===== config.mk =====
export PLATFORM = sky130hd
export DESIGN_NAME = two_bit_frame_sender_with_ack_retry_unit
export DESIGN_NICKNAME = d
export VERILOG_FILES = /design/src/rtl/tbfs_pkg.sv /design/src/rtl/tbfs_ram.sv /design/src/rtl/tbfs_core.sv /design/src/rtl/two_bit_frame_sender_with_ack_retry_unit.sv
export SDC_FILE = /design/constraint.sdc
export NUM_CORES = 2
export LEC_CHECK = 0
export BUFFER_PORTS_ARGS = -buffer_cell sky130_fd_sc_hd__buf_4
export CORE_AREA = 3 3 363 365
export DETAILED_ROUTE_END_ITERATION = 8
export DIE_AREA = 0 0 366 368
export HOLD_SLACK_MARGIN = 0.08
export MAX_ROUTING_LAYER = met4
export PLACE_DENSITY_LB_ADDON = 0.1
export SYNTH_ARGS = -nofsm -noshare
export SYNTH_HDL_FRONTEND = slang
export SYNTH_HIERARCHICAL = 1
export SYNTH_SLANG_ARGS = --single-unit
export TNS_END_PERCENT = 30

===== constraint.sdc =====
create_clock -name clk -period 9.2 [get_ports clk]
set_clock_uncertainty 0.1 [all_clocks]
set_input_delay 1.84 -clock clk [delete_from_list [all_inputs] [get_ports clk]]
set_output_delay 1.84 -clock clk [all_outputs]
set_load 0.02 [all_outputs]

===== src/rtl/tbfs_pkg.sv =====
// Package for the two-bit frame sender with ACK retry.
// Item types, opcodes, event codes and sender phases; no dependencies.
package tbfs_pkg;

  typedef struct packed {
    logic       opcode;
    logic [3:0] channel_in;
    logic [7:0] frame_byte;
    logic       frame_last;
  } tbfs_in_t;

  typedef struct packed {
    logic [3:0] channel_out;
    logic       wants_frame;
    logic       load_accepted;
    logic [1:0] event_res;
  } tbfs_out_t;

  localparam logic OP_TICK = 1'b0;
  localparam logic OP_LOAD = 1'b1;

  // channel line positions
  localparam int CH_CLK = 3;
  localparam int CH_ACK = 2;

  localparam logic [7:0] ACK_TIMEOUT_RST = 8'd20;

  typedef enum logic [1:0] {
    EV_NONE   = 2'd0,
    EV_WAIT   = 2'd1,
    EV_ACK    = 2'd2,
    EV_RESEND = 2'd3
  } tbfs_event_t;

  typedef enum logic {
    PH_SEND = 1'b0,
    PH_WAIT = 1'b1
  } tbfs_phase_t;

endpackage


===== src/rtl/tbfs_ram.sv =====
// Generic single-port-write, single-port-read RAM with registered read data.
// No dependencies.
module tbfs_ram #(
  parameter int WIDTH = 8,
  parameter int DEPTH = 256
) (
  input  logic                                   clk,
  input  logic                                   wr_en,
  input  logic [(DEPTH > 1 ? $clog2(DEPTH) : 1)-1:0] wr_addr,
  input  logic [WIDTH-1:0]                       wr_data,
  input  logic [(DEPTH > 1 ? $clog2(DEPTH) : 1)-1:0] rd_addr,
  output logic [WIDTH-1:0]                       rd_data
);

  logic [WIDTH-1:0] mem [DEPTH];

  always_ff @(posedge clk) begin
    if (wr_en) begin
      mem[wr_addr] <= wr_data;
    end
    rd_data <= mem[rd_addr];
  end

endmodule


===== src/rtl/tbfs_core.sv =====
// Sender state and per-item logic: frame loading, pair serialization, ACK wait.
// Depends on tbfs_pkg; drives the frame store RAM ports.
module tbfs_core #(
  parameter int MAX_FRAME = 256,
  parameter int AW        = (MAX_FRAME > 1) ? $clog2(MAX_FRAME) : 1
) (
  input  logic               clk,
  input  logic               rst_n,
  input  logic               step,
  input  tbfs_pkg::tbfs_in_t item,
  input  logic [7:0]         ack_timeout,
  output logic               wr_en,
  output logic [AW-1:0]      wr_addr,
  output logic [7:0]         wr_data,
  output logic [AW-1:0]      rd_addr,
  input  logic [7:0]         rd_data,
  output tbfs_pkg::tbfs_out_t result
);
  import tbfs_pkg::*;

  localparam int CW = $clog2(MAX_FRAME + 1);
  localparam logic [CW-1:0] MaxLen = CW'(MAX_FRAME);

  logic [CW-1:0] frame_length_r, frame_length_nxt;
  logic [CW-1:0] byte_index_r, byte_index_nxt;
  logic [3:0]    bits_done_r, bits_done_nxt;
  logic [7:0]    shift_byte_r, shift_byte_nxt;
  tbfs_phase_t   phase_r, phase_nxt;
  logic          clock_level_r, clock_level_nxt;
  logic [8:0]    wait_ticks_r, wait_ticks_nxt;
  logic          frame_needed_r, frame_needed_nxt;
  logic          frame_ready_r, frame_ready_nxt;
  logic          fwd_hit_r;
  logic [7:0]    fwd_byte_r;

  logic       is_load, is_tick, store, ack_in, timeout, byte_done, end_frame, send;
  logic [8:0] wait_inc;
  logic [7:0] cur_byte;
  logic [1:0] pos, pair;

  assign is_load   = step && (item.opcode == OP_LOAD);
  assign is_tick   = step && (item.opcode == OP_TICK);
  assign store     = is_load && frame_needed_r && (frame_length_r < MaxLen);
  assign ack_in    = item.channel_in[CH_ACK];
  assign wait_inc  = wait_ticks_r + 9'd1;
  assign timeout   = wait_inc > {1'b0, ack_timeout};
  assign byte_done = bits_done_r[3];
  assign end_frame = byte_done && (byte_index_r >= frame_length_r);
  assign send      = is_tick && (phase_r == PH_SEND) && frame_ready_r && !end_frame;

  // the RAM output always holds the entry at byte_index_r; a write to that
  // entry in the previous cycle is forwarded
  assign cur_byte = byte_done ? (fwd_hit_r ? fwd_byte_r : rd_data) : shift_byte_r;
  assign pos      = byte_done ? 2'd0 : bits_done_r[2:1];

  always_comb begin
    case (pos)
      2'd0:    pair = cur_byte[7:6];
      2'd1:    pair = cur_byte[5:4];
      2'd2:    pair = cur_byte[3:2];
      default: pair = cur_byte[1:0];
    endcase
  end

  assign wr_en   = store;
  assign wr_addr = frame_length_r[AW-1:0];
  assign wr_data = item.frame_byte;
  assign rd_addr = byte_index_nxt[AW-1:0];

  // next state
  always_comb begin
    frame_length_nxt = frame_length_r;
    byte_index_nxt   = byte_index_r;
    bits_done_nxt    = bits_done_r;
    shift_byte_nxt   = shift_byte_r;
    phase_nxt        = phase_r;
    clock_level_nxt  = clock_level_r;
    wait_ticks_nxt   = wait_ticks_r;
    frame_needed_nxt = frame_needed_r;
    frame_ready_nxt  = frame_ready_r;
    if (is_load && frame_needed_r) begin
      if (store) begin
        frame_length_nxt = frame_length_r + CW'(1);
      end
      if (item.frame_last) begin
        frame_needed_nxt = 1'b0;
        frame_ready_nxt  = 1'b1;
      end
    end
    if (is_tick) begin
      unique case (phase_r)
        PH_WAIT: begin
          wait_ticks_nxt = wait_inc;
          if (ack_in) begin
            frame_needed_nxt = 1'b1;
            frame_ready_nxt  = 1'b0;
            byte_index_nxt   = '0;
            frame_length_nxt = '0;
            phase_nxt        = PH_SEND;
            wait_ticks_nxt   = '0;
          end else if (timeout) begin
            frame_ready_nxt = 1'b1;
            byte_index_nxt  = '0;
            phase_nxt       = PH_SEND;
            wait_ticks_nxt  = '0;
          end
        end
        PH_SEND: begin
          if (frame_ready_r) begin
            if (end_frame) begin
              phase_nxt = PH_WAIT;
            end else begin
              if (byte_done) begin
                byte_index_nxt = byte_index_r + CW'(1);
                shift_byte_nxt = cur_byte;
              end
              clock_level_nxt = !clock_level_r;
              bits_done_nxt   = {1'b0, pos, 1'b0} + 4'd2;
            end
          end
        end
        default: phase_nxt = phase_r;
      endcase
    end
  end

  // result fields
  always_comb begin
    result.channel_out   = item.channel_in;
    result.wants_frame   = frame_needed_nxt;
    result.load_accepted = store;
    result.event_res     = EV_NONE;
    if (send) begin
      result.channel_out = {clock_level_nxt, ack_in, pair};
    end
    if (is_tick) begin
      unique case (phase_r)
        PH_WAIT: begin
          if (ack_in) begin
            result.event_res = EV_ACK;
          end else if (timeout) begin
            result.event_res = EV_RESEND;
          end
        end
        PH_SEND: begin
          if (frame_ready_r && end_frame) begin
            result.event_res = EV_WAIT;
          end
        end
        default: result.event_res = EV_NONE;
      endcase
    end
  end

  always_ff @(posedge clk) begin
    if (!rst_n) begin
      frame_length_r <= '0;
      byte_index_r   <= '0;
      bits_done_r    <= 4'd8;
      shift_byte_r   <= '0;
      phase_r        <= PH_SEND;
      clock_level_r  <= 1'b0;
      wait_ticks_r   <= '0;
      frame_needed_r <= 1'b1;
      frame_ready_r  <= 1'b0;
      fwd_hit_r      <= 1'b0;
    end else begin
      frame_length_r <= frame_length_nxt;
      byte_index_r   <= byte_index_nxt;
      bits_done_r    <= bits_done_nxt;
      shift_byte_r   <= shift_byte_nxt;
      phase_r        <= phase_nxt;
      clock_level_r  <= clock_level_nxt;
      wait_ticks_r   <= wait_ticks_nxt;
      frame_needed_r <= frame_needed_nxt;
      frame_ready_r  <= frame_ready_nxt;
      fwd_hit_r      <= wr_en && (wr_addr == rd_addr);
    end
  end

  always_ff @(posedge clk) begin
    fwd_byte_r <= wr_data;
  end

  a_req_excl: assert property (@(posedge clk) disable iff (!rst_n)
    !(frame_needed_r && frame_ready_r))
    else $error("frame requested and ready at once");

  a_wait_ready: assert property (@(posedge clk) disable iff (!rst_n)
    (phase_r == PH_WAIT) |-> (frame_ready_r && !frame_needed_r))
    else $error("ACK wait without a stored frame");

  a_len_bound: assert property (@(posedge clk) disable iff (!rst_n)
    frame_length_r <= MaxLen)
    else $error("frame length past store depth");

  a_index_bound: assert property (@(posedge clk) disable iff (!rst_n)
    byte_index_r <= frame_length_r)
    else $error("byte index past frame length");

endmodule


===== src/rtl/two_bit_frame_sender_with_ack_retry_unit.sv =====
// Stop-and-wait sender over a 4-bit channel: accepts one item (load byte or
// channel tick) per clock and returns exactly one result per item, in the cycle
// after acceptance, from an output register. The frame store is a RAM with
// registered read that is always addressed with the next byte index, so the
// byte a tick needs is already at its output; ticks and loads both sustain one
// item per cycle, limited only by the output register being taken. The store
// needs no clearing after reset. ack_timeout is written on the cfg_ channel.
// Depends on tbfs_pkg, tbfs_core and tbfs_ram.
module two_bit_frame_sender_with_ack_retry_unit #(
  parameter int MAX_FRAME = 256
) (
  input  logic                clk,
  input  logic                rst_n,
  input  logic                in_valid,
  output logic                in_ready,
  input  tbfs_pkg::tbfs_in_t  in_data,
  output logic                out_valid,
  input  logic                out_ready,
  output tbfs_pkg::tbfs_out_t out_data,
  input  logic                cfg_valid,
  output logic                cfg_ready,
  input  logic [7:0]          cfg_data
);
  import tbfs_pkg::*;

  localparam int AW = (MAX_FRAME > 1) ? $clog2(MAX_FRAME) : 1;

  logic          step;
  logic [7:0]    ack_timeout_r;
  logic          out_valid_r;
  tbfs_out_t     out_data_r;
  tbfs_out_t     result;
  logic          wr_en;
  logic [AW-1:0] wr_addr;
  logic [AW-1:0] rd_addr;
  logic [7:0]    wr_data;
  logic [7:0]    rd_data;

  assign in_ready  = !out_valid_r || out_ready;
  assign step      = in_valid && in_ready;
  assign cfg_ready = 1'b1;
  assign out_valid = out_valid_r;
  assign out_data  = out_data_r;

  tbfs_core #(
    .MAX_FRAME (MAX_FRAME),
    .AW        (AW)
  ) u_core (
    .clk         (clk),
    .rst_n       (rst_n),
    .step        (step),
    .item        (in_data),
    .ack_timeout (ack_timeout_r),
    .wr_en       (wr_en),
    .wr_addr     (wr_addr),
    .wr_data     (wr_data),
    .rd_addr     (rd_addr),
    .rd_data     (rd_data),
    .result      (result)
  );

  tbfs_ram #(
    .WIDTH (8),
    .DEPTH (MAX_FRAME)
  ) u_store (
    .clk     (clk),
    .wr_en   (wr_en),
    .wr_addr (wr_addr),
    .wr_data (wr_data),
    .rd_addr (rd_addr),
    .rd_data (rd_data)
  );

  always_ff @(posedge clk) begin
    if (!rst_n) begin
      out_valid_r   <= 1'b0;
      ack_timeout_r <= ACK_TIMEOUT_RST;
    end else begin
      if (step) begin
        out_valid_r <= 1'b1;
      end else if (out_ready) begin
        out_valid_r <= 1'b0;
      end
      if (cfg_valid && cfg_ready) begin
        ack_timeout_r <= cfg_data;
      end
    end
  end

  always_ff @(posedge clk) begin
    if (step) begin
      out_data_r <= result;
    end
  end

  a_step_result: assert property (@(posedge clk) disable iff (!rst_n)
    step |=> out_valid_r)
    else $error("accepted transaction produced no result");

  a_no_drop: assert property (@(posedge clk) disable iff (!rst_n)
    (out_valid_r && !out_ready) |-> !step)
    else $error("transaction accepted over a held result");

  a_tick_no_store: assert property (@(posedge clk) disable iff (!rst_n)
    (step && in_data.opcode == OP_TICK) |-> !wr_en)
    else $error("frame store written on a tick");

endmodule


* Yosys cells after proc, flatten, opt, wreduce, memory -nomap -nowiden
Memories as Yosys holds them, arrays and structs flattened. A register that Yosys moved wholly into a read port is not among the register bits. Index checks and enable logic that the tools add are counted.
Operators by class: $add $sub $neg 4, order comparisons 3, eq/ne operators 7, muxes and demuxes 47, bitwise logic cells 3, reductions and logical operators 21
Operators with widths (number):
- $mux W9 | 12
- $add A9 B1 Y9 const B | 3
- $mux W1 | 24
- $mux W8 | 3
- $pmux W9 S2 | 1
- $logic_and A1 B1 Y1 | 11
- $reduce_and A5 Y1 | 2
- $ge A9 B9 Y1 | 1
- $gt A9 B8 Y1 | 1
- $lt A9 B9 Y1 const B | 1
- $eq A8 B8 Y1 | 1
- $mux W2 | 3
- $pmux W2 S3 | 1
- $add A3 B2 Y4 const B | 1
- $mux W4 | 1
- $ne A2 B1 Y1 const B | 2
- $pmux W2 S2 | 1
- $reduce_and A4 Y1 | 1
- $logic_not A1 Y1 | 3
- $ne A3 B3 Y1 const B | 1
- $not A1 Y1 | 3
- $eq A2 B1 Y1 const B | 1
- $eq A2 B2 Y1 const B | 1
- $logic_not A2 Y1 | 1
- 5 further kinds | 5
Word-level totals: flip-flop bits (word level) 69, bits in writable memories 2048, input port bits 27, output and inout port bits 11, word-level logic and storage cells 104, memories 1
Memory list:
- u_store.mem | depth 256, bits a word 8, rd ports 1, clocked after Yosys merged registers in 1, write ports 1, RTL line tbfs_ram.sv:15 | logic [WIDTH-1:0] mem [DEPTH];

* Logic depth before layout (Yosys ltp)
word-level depth 11, gate-level depth with buffers 22, depth with buffers taken out 17

* Modules after synthesis
Netlist, hierarchy kept.
By module, submodules not included:
- tbfs_ram | instances 1, cells each 3733, area an instance 79556.3 um^2, sequential area each 61659.1 um^2
- tbfs_core | instances 1, cells each 422, area an instance 3450.8 um^2, sequential area each 1021.0 um^2
- two_bit_frame_sender_with_ack_retry_unit | instances 1, cells each 40, area an instance 591.8 um^2, sequential area each 420.4 um^2

* Worst setup path after synthesis
OpenSTA, ideal clock, no wires.
path type in2reg, start point input port out_ready, end point register u_store.rd_data[2], read port of u_store.mem, setup time 0.131 ns, arrival time 5.438 ns, required time 8.969 ns, slack 3.531 ns, stages on the path 16, buffers on the path 6, path through nand2b_1 > and2_1 > nor3b_2 > buf_2 > nand3_1 > buf_2 > o221ai_1 > buf_6 > buf_12 > buf_8 > buf_2 > mux4_2 > a22oi_1 > a21oi_1 > nor4_1 > nor4_2
On the way: cells in the longest elaborated chain, start to end 4
Ends and longest elaborated chain:
- start: declaration | RTL line two_bit_frame_sender_with_ack_retry_unit.sv:18 | input logic out_ready,
- $logic_or A1 B1 Y1 | RTL line two_bit_frame_sender_with_ack_retry_unit.sv:39 | assign in_ready = !out_valid_r || out_ready;
- $logic_and A1 B1 Y1 | RTL line two_bit_frame_sender_with_ack_retry_unit.sv:40 | assign step = in_valid && in_ready;
- net step | RTL line two_bit_frame_sender_with_ack_retry_unit.sv:28 | logic step;
- $logic_and A1 B1 Y1 | RTL line tbfs_core.sv:42 | assign is_tick = step && (item.opcode == OP_TICK);
- $mux W8 | RTL line tbfs_core.sv:90 | if (is_tick) begin
- net rd_addr[0] | RTL line two_bit_frame_sender_with_ack_retry_unit.sv:35 | logic [AW-1:0] rd_addr;
- end: declaration | RTL line tbfs_ram.sv:12 | output logic [WIDTH-1:0] rd_data
The timed path passes the listed nets, and every way through them passes these cells. A chain may end at the register's enable or synchronous reset.

* Final worst setup path
start point input port out_ready, end point register u_store.rd_data[5], read port of u_store.mem
The elaborated chain is that of the path after synthesis.

==> PnR_summary.wiki <==
{| class="wikitable"
! Metric !! Value
|-
| CP cell instances || buf_4 -> nand2b_1 -> and2_1 -> nor3b_2 -> buf_4 -> nand3_1 -> o221ai_4 -> buf_4 -> buf_12 -> mux4_2 -> nand2b_1 -> a311oi_1 -> o221ai_1 -> a211oi_1 -> nor4_1
|-
| Headroom to the max-slew limit || 11.7%
|-
| Sum of met2 wire segment lengths after detailed routing || 93.6 mm
|-
| Lkg Pwr || 0.0276 uW
|-
| GPL Wtd Cong || 0.907
|-
| RSZ-0062 raised after global routing || false
|-
| Number of different library cells in the post-synthesis netlist || 91
|-
| Setup violators final || 0
|-
| Mux share of post-synthesis cell area || 14.2%
|-
| Post-synthesis cell type with the largest combined area || edfxtp_1
|-
| Worst-path fanout max || 98
|-
| Placed instance count || 5,803
|-
| Placed wire-length estimate || 119 mm
|-
| Clock slew seen by the registers of the worst setup and hold paths || 0.06 ns
|-
| Summed instance area of the synthesized netlist || 0.0836 mm2
|-
| Overall die area || 0.135 mm2
|-
| Number of core rows || 132
|-
| Number of buffers added on ports || 36
|-
| Crit Path Class || in -> reg
|-
| Area Growth Syn to Fin || 9.97%
|-
| Cell chosen for the clock root || clkbuf_16
|-
| Measured slew at the worst slew-check pin || 1.32 ns
|-
| Max Transition Viols Final || 0
|-
| Final setup TNS || 0 ns
|-
| Max VDD drop || 0.000222 V
|-
| Total CTS buffers || 202
|-
| Run status || finished clean
|-
| DP Area || 0.0854 mm2
|-
| Core Box Area || 0.129 mm2
|-
| XOR/XNOR share of the synthesized area || 0.178%
|-
| Data arrival time of the critical path || 7.49 ns
|-
| Post-synthesis compound-gate area fraction || 4.04%
|-
| Bufs and invs on worst path || 4
|-
| Clock tree from TritonCTS || built
|-
| Portion of the clock cycle consumed by the worst path in the final layout || 75.5%
|-
| Num Clock Sinks || 2,124
|-
| Fraction of synthesized cell area taken by the top area cell type || 73.9%
|-
| Commonest cells after routing, fill and taps aside || edfxtp_1, mux4_2, nor2_1
|-
| Highest cell delay on the worst timing path || 0.79 ns
|-
| Final non-filler cell area || 0.0919 mm2
|-
| DR top layer || met4
|-
| Starting Density || 64.7%
|-
| Final routed DRC violation total || 0
|-
| Clock insertion delay at the later pin of the skew report || 0.82 ns
|-
| Routed via count divided by cell count || 6.86
|-
| Post-synth top flop || edfxtp_1
|-
| Met3 Wirelength || 21.0 mm
|-
| Average instance area after synthesis || 19.9 um2
|-
| Largest family of logic cells by synthesized area || multiplexers
|-
| Post-CTS setup buffers || 0
|-
| Post-synth EDFFs || 2,056
|-
| Power density of the placed cells || 211 mW/mm2
|-
| Finished Core Util || 71.2%
|-
| Final ANT Viol Nets || 0
|-
| Deepest clock path buffer count || 3
|-
| Largest net degree at the start of global routing || 159
|-
| Slowest CP cell || a211oi_1
|-
| Share of synthesized registers carrying an async set or reset || 0%
|-
| Chip width || 366 um
|-
| Final critical path time including I/O delays and setup || 6.95 ns
|-
| Most common library cell in the layout ignoring fill and taps || edfxtp_1
|-
| Height of the chip || 368 um
|-
| Worst slack on hold paths || 0.378 ns
|-
| Initial antenna violation count || 5
|-
| Startpoint kind of the worst setup timing path || input port
|-
| Synth warn || 6
|-
| WL final || 197 mm
|-
| Path class of the lowest-slack min-delay path || reg -> reg
|-
| Maximum clock frequency || 144 MHz
|-
| First-pass GRT wire length || 289 mm
|-
| Post-Synthesis Net Count || 4,246
|-
| Gates resized, CTS repair || 0
|-
| Required time at the worst-slack endpoint || 9.74 ns
|-
| Number of hold-repair buffers added at the cts stage || 0
|-
| Global-route usage over all layers || 30.7%
|-
| Post-synthesis sequential area ratio || 75.5%
|-
| Number of instances in the synthesized netlist || 4,195
|-
| Final layout net count || 4,316
|-
| Flops & latches, synth || 2,124
|-
| Synth top area cells || edfxtp_1, mux4_2, mux2i_1, dfxtp_1, nor2_1
|-
| CP most frequent cell || buf_4
|-
| Number of DRC markers after the initial detailed-route iteration || 5,569
|-
| Share of synthesized cell area in full adder, half adder and majority cells || 0.359%
|-
| Total vias in the final route || 42,400
|-
| Number of top-level pins || 38
|-
| Pre-antenna DRT Iters || 5
|-
| H-tree lvl count || 4
|-
| Non-filler cells, final || 6,183
|-
| Fraction of the mapped netlist area in simple logic gates || 3.55%
|-
| Crit. End Element || register
|-
| Proportion of layout cells with a drive suffix above 1 || 20.7%
|-
| Final global-route overflow total || 0
|-
| Hold Fails Final Rpt || 0
|-
| Cell family with the largest share of critical-path delay || compound AO/OA/AOI/OAI gates
|-
| Average routed wire per standard cell || 31.9 um
|-
| WL met1 || 76.5 mm
|-
| Number of violations of the max-capacitance limit || 0
|-
| Number of global-route vias before repair || 41,400
|}
## sequential cells by signal (all words and copies together) (netlist names)
signal / count
u_store/mem: 2048
u_core/byte_index_r: 9
u_core/frame_length_r: 9
u_core/wait_ticks_r: 9
ack_timeout_r: 8
out_data: 8
u_core/fwd_byte_r: 8
u_core/shift_byte_r: 8
u_store/rd_data: 8
u_core/bits_done_r: 3
out_valid: 1
u_core/clock_level_r: 1
u_core/frame_needed_r: 1
u_core/frame_ready_r: 1
u_core/fwd_hit_r: 1
u_core/phase_r: 1
## area by class of cell
| type | count | area [um2] |
|---|---|---|
| Inverter | 26 | 97.6 |
| Timing Repair Buffer | 138 | 1240 |
| Sequential cell | 2124 | 63100 |
| Tap cell | 1742 | 2180 |
| Multi-Input combinational cell | 1773 | 18800 |
| Antenna cell | 2 | 5.00 |
| Clock buffer | 282 | 5620 |
| Fill cell | 7759 | 37200 |
| Clock inverter | 96 | 877 |
## metrics by stage
stage | setup WS, ns | total power (uW)
final | 2.25 | 19400
after global routing | 2.09 | 19900
after detailed placement | 1.59 | 11500
after global placement | 1.58 | 11500
after floorplan | 3.53 | 11300
after CTS | 2.46 | 19500
## worst register-to-register path: stages, from the launching register on
cell,delay (ns)
dfxtp_1,0.75
inv_1,0.22
ha_1,0.25
a21oi_1,0.15
o21ai_2,0.18
a211oi_2,0.45
nand3_1,0.53
o221ai_4,0.35
buf_4,0.32
buf_12,0.57
mux4_2,0.73
nand2b_1,0.16
a311oi_1,0.67
o221ai_1,0.27
a211oi_1,0.79
nor4_1,0.13
## layer usage
metal / vias up / global-route usage [%]
met2: 2368 / 45.4
met4: 0 / 9.30
li1: 17400 / -
met3: 356 / 7.01
met5: - / -
met1: 22300 / 43.7
## power by group
group / switching, uW / internal (uW)
Clock: 3430 / 4670
Combinational: 414 / 237
Sequential: 17.0 / 10600
## logic make-up (layout without fill, tap and decap cells)
family	count (synthesis)	in the layout
flip-flops	2124	2124
AND/OR/NAND/NOR	635	635
multiplexers	619	619
AO/OA/AOI/OAI	477	477
buffers and inverters	298	542
adder cells (fa/ha/maj)	24	24
XOR/XNOR	17	17
other	1	3
## path summary, 6_finish.rpt
kind,from,end,slack (ns),depth (start not counted)
setup / recovery,out_ready,u_store/rd_data[5],2.25,15
hold / removal,ack_timeout_r[4],ack_timeout_r[4],0.38,2
setup reg to reg,u_core/frame_length_r[5],u_store/rd_data[5],2.42,15
hold reg to reg,ack_timeout_r[4],ack_timeout_r[4],0.38,2
## cells in the mapped netlist, types with 8 or more instances
library cell	number
clkbuf_1	123
buf_2	34
nor2_1	319
nor2b_1	50
inv_1	24
nand2_1	72
nor3_1	31
a221oi_1	14
buf_6	23
o211ai_1	14
edfxtp_1	2056
nand2b_1	10
buf_8	13
nor4_1	25
o221ai_1	47
ha_1	24
nand4_1	21
mux2i_1	162
buf_1	23
a22oi_1	134
dfxtp_1	68
a21oi_1	125
o21ai_0	27
mux4_2	454
a211oi_1	16
buf_12	8
and2_1	23
o22ai_1	29
buf_4	48
xnor2_1	13
a22o_1	8
nand3_1	50
Power figures use the tool's default switching activity.
